### src/hw/rtl/spq_pkg.sv
// Shared types, constants and helper functions of the sorted priority queue.
package spq_pkg;

    localparam int QUEUE_DEPTH = 16;
    localparam int IDX_W       = $clog2(QUEUE_DEPTH);
    localparam int CNT_W       = $clog2(QUEUE_DEPTH + 1);
    localparam int VALUE_W     = 31;
    localparam int PRIO_W      = 16;
    localparam int OCC_W       = 5;
    localparam int ENTRY_W     = VALUE_W + PRIO_W;

    typedef enum logic [0:0] {
        FUNC_ENQ = 1'b0,
        FUNC_DEQ = 1'b1
    } func_t;

    typedef enum logic [1:0] {
        ST_ENQUEUED = 2'd0,
        ST_DEQUEUED = 2'd1,
        ST_EMPTY    = 2'd2,
        ST_FULL     = 2'd3
    } status_t;

    typedef struct packed {
        func_t               func;
        logic [VALUE_W-1:0]  value;
        logic [PRIO_W-1:0]   priority_req;
    } req_t;

    typedef struct packed {
        status_t             status;
        logic [VALUE_W-1:0]  out_value;
        logic [OCC_W-1:0]    occupancy;
    } rsp_t;

    typedef struct packed {
        logic [VALUE_W-1:0]  value;
        logic [PRIO_W-1:0]   prio;
    } entry_t;

    // Next slot of the circular store, wrapping at the queue depth.
    function automatic logic [IDX_W-1:0] slot_inc(input logic [IDX_W-1:0] idx);
        logic [IDX_W-1:0] nxt;
        if (idx == IDX_W'(QUEUE_DEPTH - 1))
            nxt = '0;
        else
            nxt = idx + 1'b1;
        return nxt;
    endfunction

    // Entry count reported modulo 32.
    function automatic logic [OCC_W-1:0] to_occ(input logic [CNT_W-1:0] cnt);
        logic [31:0] wide;
        wide = 32'(cnt);
        return wide[OCC_W-1:0];
    endfunction

endpackage

### src/hw/rtl/spq_ram.sv
// Generic single-write, single-read RAM with a registered read port.
module spq_ram #(
    parameter int WIDTH = 8,
    parameter int DEPTH = 16
) (
    input  logic                     clk,
    input  logic                     we,
    input  logic [$clog2(DEPTH)-1:0] waddr,
    input  logic [WIDTH-1:0]         wdata,
    input  logic [$clog2(DEPTH)-1:0] raddr,
    output logic [WIDTH-1:0]         rdata
);

    logic [WIDTH-1:0] mem [DEPTH];

    always_ff @(posedge clk)
    begin
        if (we)
        begin
            mem[waddr] <= wdata;
        end
        rdata <= mem[raddr];
    end

endmodule

### src/hw/rtl/spq_seq.sv
// Sequencer that walks the entry store with one shared priority comparator.
module spq_seq (
    input  logic          clk,
    input  logic          rst_n,
    input  logic          req_valid,
    input  spq_pkg::req_t req,
    output logic          req_stall,
    output logic          res_valid,
    output spq_pkg::rsp_t res,
    input  logic          res_stall
);
    import spq_pkg::*;

    typedef enum logic [2:0] {
        S_IDLE,
        S_WALK,
        S_TAIL,
        S_DEQ,
        S_DONE
    } state_t;

    state_t           state_reg, state_next;
    logic [IDX_W-1:0] head_reg, head_next;
    logic [CNT_W-1:0] count_reg, count_next;
    logic [IDX_W-1:0] cur_reg, cur_next;
    logic [CNT_W-1:0] left_reg, left_next;
    entry_t           carry_reg, carry_next;
    rsp_t             res_reg, res_next;

    logic             ram_we;
    logic [IDX_W-1:0] ram_waddr;
    entry_t           ram_wdata;
    logic [IDX_W-1:0] ram_raddr;
    logic [ENTRY_W-1:0] ram_rdata_raw;
    entry_t           ram_rdata;
    logic             take;
    logic             stored_gt;

    spq_ram #(
        .WIDTH(ENTRY_W),
        .DEPTH(QUEUE_DEPTH)
    ) u_store (
        .clk  (clk),
        .we   (ram_we),
        .waddr(ram_waddr),
        .wdata(ram_wdata),
        .raddr(ram_raddr),
        .rdata(ram_rdata_raw)
    );

    assign ram_rdata = entry_t'(ram_rdata_raw);
    assign take      = req_valid && (state_reg == S_IDLE);
    // The one comparator: stored entry strictly behind the carried one.
    assign stored_gt = ram_rdata.prio > carry_reg.prio;

    // During the walk the next slot is fetched while the current one is compared.
    assign ram_raddr = (state_reg == S_WALK) ? slot_inc(cur_reg) : head_reg;
    assign ram_waddr = cur_reg;
    assign ram_wdata = carry_reg;

    always_comb
    begin
        state_next = state_reg;
        head_next  = head_reg;
        count_next = count_reg;
        cur_next   = cur_reg;
        left_next  = left_reg;
        carry_next = carry_reg;
        res_next   = res_reg;
        ram_we     = 1'b0;
        case (state_reg)
            S_IDLE:
            begin
                if (take)
                begin
                    if (req.func == FUNC_ENQ)
                    begin
                        if (count_reg == CNT_W'(QUEUE_DEPTH))
                        begin
                            res_next   = '{status: ST_FULL, out_value: '0,
                                           occupancy: to_occ(count_reg)};
                            state_next = S_DONE;
                        end
                        else
                        begin
                            carry_next = '{value: req.value, prio: req.priority_req};
                            cur_next   = head_reg;
                            left_next  = count_reg;
                            state_next = (count_reg == '0) ? S_TAIL : S_WALK;
                        end
                    end
                    else
                    begin
                        if (count_reg == '0)
                        begin
                            res_next   = '{status: ST_EMPTY, out_value: '0,
                                           occupancy: to_occ(count_reg)};
                            state_next = S_DONE;
                        end
                        else
                        begin
                            state_next = S_DEQ;
                        end
                    end
                end
            end
            S_WALK:
            begin
                if (stored_gt)
                begin
                    ram_we     = 1'b1;
                    carry_next = ram_rdata;
                end
                cur_next  = slot_inc(cur_reg);
                left_next = left_reg - 1'b1;
                if (left_reg == CNT_W'(1))
                begin
                    state_next = S_TAIL;
                end
            end
            S_TAIL:
            begin
                ram_we     = 1'b1;
                count_next = count_reg + 1'b1;
                res_next   = '{status: ST_ENQUEUED, out_value: '0,
                               occupancy: to_occ(CNT_W'(count_reg + 1'b1))};
                state_next = S_DONE;
            end
            S_DEQ:
            begin
                head_next  = slot_inc(head_reg);
                count_next = count_reg - 1'b1;
                res_next   = '{status: ST_DEQUEUED, out_value: ram_rdata.value,
                               occupancy: to_occ(CNT_W'(count_reg - 1'b1))};
                state_next = S_DONE;
            end
            S_DONE:
            begin
                if (!res_stall)
                begin
                    state_next = S_IDLE;
                end
            end
            default:
            begin
                state_next = S_IDLE;
            end
        endcase
    end

    always_ff @(posedge clk or negedge rst_n)
    begin
        if (!rst_n)
        begin
            state_reg <= S_IDLE;
            head_reg  <= '0;
            count_reg <= '0;
            cur_reg   <= '0;
            left_reg  <= '0;
            carry_reg <= '0;
            res_reg   <= '0;
        end
        else
        begin
            state_reg <= state_next;
            head_reg  <= head_next;
            count_reg <= count_next;
            cur_reg   <= cur_next;
            left_reg  <= left_next;
            carry_reg <= carry_next;
            res_reg   <= res_next;
        end
    end

    assign req_stall = (state_reg != S_IDLE);
    assign res_valid = (state_reg == S_DONE);
    assign res       = res_reg;

`ifndef SYNTHESIS
    a_count_bound: assert property (@(posedge clk) disable iff (!rst_n)
        count_reg <= CNT_W'(QUEUE_DEPTH))
        else $error("entry count above queue depth");

    a_head_bound: assert property (@(posedge clk) disable iff (!rst_n)
        head_reg <= IDX_W'(QUEUE_DEPTH - 1))
        else $error("head slot outside the store");

    a_walk_hazard: assert property (@(posedge clk) disable iff (!rst_n)
        (state_reg == S_WALK) |-> (ram_raddr != ram_waddr))
        else $error("walk reads the slot it writes");

    a_walk_ends: assert property (@(posedge clk) disable iff (!rst_n)
        (state_reg == S_WALK && left_reg == CNT_W'(1)) |=> (state_reg == S_TAIL))
        else $error("walk did not end at the tail");

    a_no_idle_write: assert property (@(posedge clk) disable iff (!rst_n)
        (state_reg == S_IDLE || state_reg == S_DONE) |-> !ram_we)
        else $error("store written outside an operation");
`endif

endmodule

### src/hw/rtl/sorted_priority_queue.sv
// Top level of the sorted priority queue: sequencer plus result register.
//
//   Channel   Valid       Stall       Payload  Carries
//   request   req_valid   req_stall   req      func, value, priority_req
//   result    rsp_valid   rsp_stall   rsp      status, out_value, occupancy
//
// An enqueue takes the request, walks the store from head to tail with
// the single priority comparator, writes the tail slot and hands the
// result to the output register. A dequeue takes the request, reads the
// head slot and hands the result on; a dequeue from an empty queue or an
// enqueue into a full one hands its status on right after the request.
// Reset (rst_n, asynchronous, active low) empties the queue; the store
// itself is never cleared, since only written slots are ever used.
// A stalled result sits in the output register while the sequencer already
// takes the next request; the sequencer waits only when it finishes a
// second result before the first one has left.
module sorted_priority_queue (
    input  logic          clk,
    input  logic          rst_n,
    input  logic          req_valid,
    output logic          req_stall,
    input  spq_pkg::req_t req,
    output logic          rsp_valid,
    input  logic          rsp_stall,
    output spq_pkg::rsp_t rsp
);
    import spq_pkg::*;

    logic res_valid;
    logic res_stall;
    logic res_take;
    rsp_t res;

    logic rsp_valid_reg, rsp_valid_next;
    rsp_t rsp_reg, rsp_next;

    // The sequencer owns the store, the head and count, and the comparator.
    spq_seq u_seq (
        .clk      (clk),
        .rst_n    (rst_n),
        .req_valid(req_valid),
        .req      (req),
        .req_stall(req_stall),
        .res_valid(res_valid),
        .res      (res),
        .res_stall(res_stall)
    );

    // The output register is free when empty or when its result leaves now.
    assign res_stall = rsp_valid_reg && rsp_stall;
    assign res_take  = res_valid && !res_stall;

    always_comb
    begin
        rsp_valid_next = rsp_valid_reg;
        rsp_next       = rsp_reg;
        if (res_take)
        begin
            rsp_valid_next = 1'b1;
            rsp_next       = res;
        end
        else if (!rsp_stall)
        begin
            rsp_valid_next = 1'b0;
        end
    end

    always_ff @(posedge clk or negedge rst_n)
    begin
        if (!rst_n)
        begin
            rsp_valid_reg <= 1'b0;
            rsp_reg       <= '0;
        end
        else
        begin
            rsp_valid_reg <= rsp_valid_next;
            rsp_reg       <= rsp_next;
        end
    end

    assign rsp_valid = rsp_valid_reg;
    assign rsp       = rsp_reg;

endmodule
### config.mk
export PLATFORM = sky130hd
export DESIGN_NAME = sorted_priority_queue
export DESIGN_NICKNAME = d
export VERILOG_FILES = /design/src/hw/rtl/spq_pkg.sv /design/src/hw/rtl/spq_ram.sv /design/src/hw/rtl/spq_seq.sv /design/src/hw/rtl/sorted_priority_queue.sv
export SDC_FILE = /design/constraint.sdc
export NUM_CORES = 1
export LEC_CHECK = 0
export ABC_AREA = 1
export BUFFER_PORTS_ARGS = -buffer_cell sky130_fd_sc_hd__buf_2
export CORE_MARGIN = 4
export CORE_UTILIZATION = 45
export DETAILED_ROUTE_END_ITERATION = 6
export HOLD_SLACK_MARGIN = 0.03
export SLEW_MARGIN = 20
export SYNTH_ARGS = -nofsm -noshare
export SYNTH_HDL_FRONTEND = slang
export SYNTH_HIERARCHICAL = 1
export SYNTH_SLANG_ARGS = --single-unit
### constraint.sdc
create_clock -name clk -period 7.2 [get_ports clk]
set_input_delay 0.72 -clock clk [delete_from_list [all_inputs] [get_ports clk]]
set_output_delay 0.72 -clock clk [all_outputs]
set_load 0.02 [all_outputs]
* Yosys cells after proc, flatten, opt, wreduce, memory -nomap -nowiden
Memory sizes are Yosys's and may differ from the RTL's. A register that Yosys moved wholly into a read port is not among the register bits.
Cells that the tools add are included.
** Word-level totals
- Memory bits (writable) :: 752
- Bits of input ports :: 52
- Register bits :: 145
- Output and inout port bits :: 40
- Memories kept :: 1
** Operators by class
- Magnitude comparators :: 1
- Add/sub/neg operators :: 5
- Reductions and logical operators :: 15
- Mux-type cells :: 36
- Equality and inequality tests :: 17
** Memories
- u_seq.u_store.mem :: depth 16, width 47, read ports 1, clocked after Yosys merged registers in 1, write ports 1, RTL line spq_ram.sv:14 : logic [WIDTH-1:0] mem [DEPTH];
** Operator list (count)
- 47-bit two-way mux :: 4
- 38-bit two-way mux :: 4
- 38-bit case mux with 3 select lines :: 1
- 47-bit case mux with 2 select lines :: 1
- 4-bit two-way mux :: 6
- 5-bit case mux with 2 select lines :: 2
- 3-bit two-way mux :: 6
- 16-bit > comparator :: 1
- 5-bit two-way mux :: 3
- 3-bit case mux with 4 select lines :: 1
- 5-bit by 1-bit subtractor with 5-bit output (second input constant) :: 2
- 4-bit by 1-bit adder with 4-bit output (second input constant) :: 2
- 4-bit equality test (second input constant) :: 2
- 2-bit != test (second input constant) :: 4
- 4-bit case mux with 2 select lines :: 1
- 4-bit AND reduction :: 2
- 3-bit by 2-bit equality test with 1-bit output (second input constant) :: 2
- 2-bit by 1-bit != test with 1-bit output (second input constant) :: 3
- 3-bit != test (second input constant) :: 2
- 3-bit nonzero test :: 2
- 5-bit by 1-bit adder with 5-bit output (second input constant) :: 1
- 5-bit by 1-bit equality test with 1-bit output (second input constant) :: 1
- 5-bit equality test (second input constant) :: 1
- 5-bit logical NOT :: 1
- 12 further kinds :: 19

* Depth between registers and ports, before layout
- Depth after elaboration :: 6
- Gate-level depth with buffers :: 18
- Gate-level depth less buffers :: 16

* By module
Netlist, hierarchy kept.
** Modules (own cells, without submodules)
- spq_ram :: instances 1, cells an instance 3100, area an instance 33276.9 sq um
- spq_seq :: instances 1, cells an instance 726, area an instance 5596.6 sq um
- sorted_priority_queue :: instances 1, cells an instance 169, area an instance 1544.0 sq um

* Worst setup path after synthesis
OpenSTA, ideal clock, no wires.
- Path type :: register to register
- Start point :: reg u_seq/carry_reg[7] (netlist bit)
- End point :: mem u_seq/u_store/mem[12][0] (netlist bit) (enable)
- Arrival :: 3.544 ns
- Setup time :: 0.452 ns
- Stages on the path, launching flop included :: 13
- Path slack :: 3.205 ns
- Path buffers :: 0
- Clock period less this slack :: 3.995 ns
- Data required time :: 6.748 ns
- Cells stage by stage :: dfrtp_1 inv_1 ha_1 nand2_1 nor2_1 nand2_1 nand2_1 nand2_1 nand2_1 nand2_1 nand2_1 nand3_1 nor2_1
** Between the ends
- Longest elaborated chain between the ends :: 5
** Ends and longest elaborated chain
- start, declared :: RTL line spq_seq.sv:27 : entry_t carry_reg, carry_next;
- start signal, assigned :: RTL line spq_seq.sv:170 : carry_reg <= carry_next;
- 16-bit > comparator :: RTL line spq_seq.sv:54 : assign stored_gt = ram_rdata.prio > carry_reg.prio;
- 1-bit two-way mux :: RTL line spq_seq.sv:109 : if (stored_gt)
- 1-bit case mux with 2 select lines :: RTL line spq_seq.sv:71 : case (state_reg)
- via u_seq.ram_we :: RTL line spq_seq.sv:30 : logic ram_we;
- 1-bit two-way mux :: RTL line spq_ram.sv:18 : if (we)
- 1-bit two-way mux (not written as such) :: RTL line spq_ram.sv:20 : mem[waddr] <= wdata;
- end, declared :: RTL line spq_ram.sv:14
The timed path passes the listed nets, and every way through them passes these cells.

* Worst setup path after layout
- Start point :: reg u_seq.state_reg[1]
- End point :: mem u_seq/u_store/mem[7][12] (netlist bit) (enable)
** Between the ends
- Longest elaborated chain between the ends :: 4
- Elaborated cells on any way between the ends :: 5
** Ends and longest elaborated chain
- start, declared :: RTL line spq_seq.sv:22 : state_t state_reg, state_next;
- start signal, assigned :: RTL line spq_seq.sv:165 : state_reg <= state_next;
- 3-bit by 2-bit equality test with 1-bit output or 3-bit by 1-bit equality test with 1-bit output (tied branches) :: RTL line spq_seq.sv:71
- 1-bit case mux with 2 select lines (*) :: RTL line spq_seq.sv:71
- via u_seq.ram_we :: RTL line spq_seq.sv:30
- 1-bit two-way mux (*) :: RTL line spq_ram.sv:18
- 1-bit two-way mux (not written as such) (*) :: RTL line spq_ram.sv:20
The timed path passes the listed nets; every way through them passes the cells marked *.

==> run summary <==
STA
--------------------------------------------------------------------------------------------------
Relative slew slack .................................................................        0.210
Transition time at the pin with the least slew margin ...............................      1190 ps
Portion of the clock cycle consumed by the worst path in the final layout ...........        0.637
F_max ...............................................................................    0.218 GHz
Clock period minus final worst setup slack ..........................................      4590 ps
Final setup vio count ...............................................................            0
Final hold vios .....................................................................            0
Total negative slack for setup checks ...............................................         0 ps
Final max-slew violation count ......................................................            0
Hold slack ..........................................................................       184 ps
Worst-case clock skew ...............................................................      16.6 ps
RSZ-0062 raised after global routing ................................................           no

POWER
--------------------------------------------------------------------------------------------------
Combinational share of power ........................................................        0.337
Share of total power in sequential cells ............................................        0.411
Leak ................................................................................      19.9 nW
Clock network power share ...........................................................        0.251
Internal Dissipation ................................................................      12.1 mW
Net switching fraction of the power .................................................        0.391
Net switching power figure ..........................................................      7.78 mW
Power, Total ........................................................................      19.9 mW
Total power density per cell area ...................................................   444 nW/µm²
Largest vdd supply drop .............................................................     0.593 mV

CLOCKING
--------------------------------------------------------------------------------------------------
TritonCTS Buffers ...................................................................           98
H-tree levels .......................................................................            3
Hold-fix buffers, CTS ...............................................................            0
Clock Root Buffer ................................................................... sky130_fd_sc_hd__clkbuf_16
Clk sink count ......................................................................          944
Maximum count of clock buffers along a single path ..................................            3
Setup repair bufs after CTS .........................................................            0
Clock latency at the later pin of the worst-skew pair ...............................       640 ps
CTS tree ............................................................................          yes
CTS-repair resized insts ............................................................            0
Clock transition time at the flip-flop clock pins of the worst setup and hold paths .        60 ps

YOSYS
--------------------------------------------------------------------------------------------------
Post-Synthesis Cell Area ............................................................   40,400 µm²
Leading cell types by total area after synthesis .................................... sky130_fd_sc_hd__edfxtp_1, sky130_fd_sc_hd__nand2_1, sky130_fd_sc_hd__dfrtp_1
Synth top cells by count ............................................................ sky130_fd_sc_hd__nand2_1, sky130_fd_sc_hd__edfxtp_1, sky130_fd_sc_hd__nand3_1
Total of flip-flops plus latches after synthesis ....................................          944
Synth Net Count .....................................................................        4,070
Most numerous cell in the Yosys netlist ............................................. sky130_fd_sc_hd__nand2_1
Cell count after synthesis ..........................................................        3,995
Primary FF master, synth ............................................................ sky130_fd_sc_hd__edfxtp_1
Ys Warns ............................................................................            6
Number of synthesized flops with an enable pin ......................................          752
Mean post-synth cell area ...........................................................     10.1 µm²
Async SR Flop Fraction ..............................................................        0.154
Register area share after synthesis .................................................        0.672
Top-area cell type share of the netlist area ........................................        0.559
Largest area contributor in the netlist ............................................. sky130_fd_sc_hd__edfxtp_1
Yosys cell types ....................................................................           36

ROUTE
--------------------------------------------------------------------------------------------------
Vias per Instance ...................................................................         5.07
DRC violations left .................................................................            0
Post-route ant nets .................................................................            0
DRT Wirelength ......................................................................   101,000 µm
Routed wirelength normalized by instance count ......................................      19.1 µm
1st-iter DRT viols ..................................................................        2,535
Number of optimization iterations in the first detailed-route pass ..................            6
Vias ................................................................................       26,700

GRT
--------------------------------------------------------------------------------------------------
Overflow left after global routing ..................................................            0
Maximum number of pins on one net before global-route repair ........................          209
Global-route wire length before repair ..............................................   154,000 µm
Number of antenna violations at the first check in global routing ...................            0
Overall Global Routing Usage ........................................................        0.212
Number of global-route vias before repair ...........................................       25,400

CELLS AND AREA
--------------------------------------------------------------------------------------------------
Area growth syn-to-layout ...........................................................        10.8%
Multi-input combinational cell area .................................................     9750 µm²
Net count, final ....................................................................        4,097
Final Instance Count excl. Fillers ..................................................        5,270
Diode count .........................................................................            0
Register area .......................................................................   27,200 µm²
Layout cell share with drive strength beyond 1 ......................................       0.0772
Final instance area .................................................................   44,800 µm²
Largest register FFs ................................................................          752
Filler Cell Count ...................................................................        7,881

PLACE
--------------------------------------------------------------------------------------------------
Cell area reported after detailed placement .........................................   41,600 µm²
Final Wtd Congestion ................................................................        0.768
Detailed Place HPWL .................................................................    52,200 µm
Post-placement cell count ...........................................................        5,087
IO Port Bufs ........................................................................           91

CRITICAL PATH
--------------------------------------------------------------------------------------------------
Critical Path Fanout Max ............................................................           34
Setup slack of the worst register-to-register path ..................................      2610 ps
Worst setup path category ........................................................... register to register
Worst r2r path cells ................................................................            9
Startpoint types ....................................................................     register
Critical path arrival ...............................................................      4860 ps
Type of destination of the critical path ............................................     register
Required time reported for the critical path endpoint ...............................      7470 ps

DIE
--------------------------------------------------------------------------------------------------
Vert. Die Dim .......................................................................       308 µm
Die area ............................................................................   94,700 µm²
Area of the core region .............................................................   88,800 µm²
Core Rows ...........................................................................          109
Effective utilization at floorplan ..................................................        0.455
Number of ports placed on the die boundary ..........................................           92
Chip Width ..........................................................................       308 µm

HOLD PATH
--------------------------------------------------------------------------------------------------
Hold WC Path Type ................................................................... primary input to asynchronous set/reset pin

JOB
--------------------------------------------------------------------------------------------------
Number of max-capacitance violations reported .......................................            0

STATUS
--------------------------------------------------------------------------------------------------
Outcome ............................................................................. finished, final reports clean

[metrics by stage]
| step | utilization | setup slack (ps) |
|---|---|---|
| floorplan | - | 3200 |
| global placement | 0.469 | 2690 |
| detailed placement | 0.469 | 2690 |
| CTS | 0.504 | 2660 |
| global route | 0.505 | 2440 |
| finish | 0.505 | 2610 |
[power by group through the flow]
stage | clock network, mW | logic [mW] | registers (mW)
2_1_floorplan | 0 | 4.95 | 8.04
4_1_cts | 5.10 | 6.75 | 8.20
3_3_place_gp | 0 | 6.67 | 8.28
6_report | 5.00 | 6.71 | 8.18
3_5_place_dp | 0 | 6.71 | 8.30
5_1_grt | 5.33 | 7.55 | 8.32
[final cells by class]
class,count,area share
Sequential cell,944,0.606
Multi-Input combinational cell,2200,0.218
Clock buffer,132,0.0610
Inverter,648,0.0548
Tap cell,1165,0.0325
Timing Repair Buffer,130,0.0175
Clock inverter,51,0.0102
[critical path, stage by stage (launching register included)]
cell and delay (ps):
sky130_fd_sc_hd__dfrtp_1 460, sky130_fd_sc_hd__nor3_4 180, sky130_fd_sc_hd__buf_4 490, sky130_fd_sc_hd__clkinv_2 620, sky130_fd_sc_hd__a31oi_1 320, sky130_fd_sc_hd__nand2_1 160, sky130_fd_sc_hd__nand2_1 150, sky130_fd_sc_hd__nand3b_1 350
sky130_fd_sc_hd__nor2_4 830, sky130_fd_sc_hd__buf_4 590
[layer usage]
metal | track usage | part of all wire
met5 | 0 | 0
met4 | 0.0501 | 0.022
met3 | 0.0348 | 0.069
met2 | 0.346 | 0.47
met1 | 0.300 | 0.44
[cells in the final DEF (no fill, tap or decap), drive strengths merged]
master,instances
a31oi,2
o21a,1
o211ai,2
nor3,5
a21oi,14
nor2,38
dfxtp,47
edfxtp,752
ha,23
a22oi,1
o221ai,1
o22ai,3
dfrtp,145
inv,648
xor2,9
nand4,2
or2,1
clkinv,43
clkbuf,133
bufinv,8
nand3b,2
nand2,1350
buf,129
o21ai,82
a21o,1
nand3,663
[worst paths after layout]
kind / startpoint / endpoint
hold / removal: rst_n / rsp[14]
min in group clk: req[38] / u_seq/carry_reg[38]
setup / recovery: u_seq/state_reg[1] / u_seq/u_store/mem[7][12]
max in group asynchronous: rst_n / u_seq/carry_reg[42]
hold reg to reg: u_seq/u_store/rdata[21] / u_seq/res[10]
setup reg to reg: u_seq/state_reg[1] / u_seq/u_store/mem[7][12]
[logic make-up after synthesis]
| logic type | share of synthesized area |
|---|---|
| buffers and inverters | 0.0916 |
| AO/OA/AOI/OAI | 0.0138 |
| XOR/XNOR | 0.00195 |
| AND/OR/NAND/NOR | 0.214 |
| flip-flops | 0.672 |
| adder cells (fa/ha/maj) | 0.00712 |
Power figures use the tool's default switching activity.
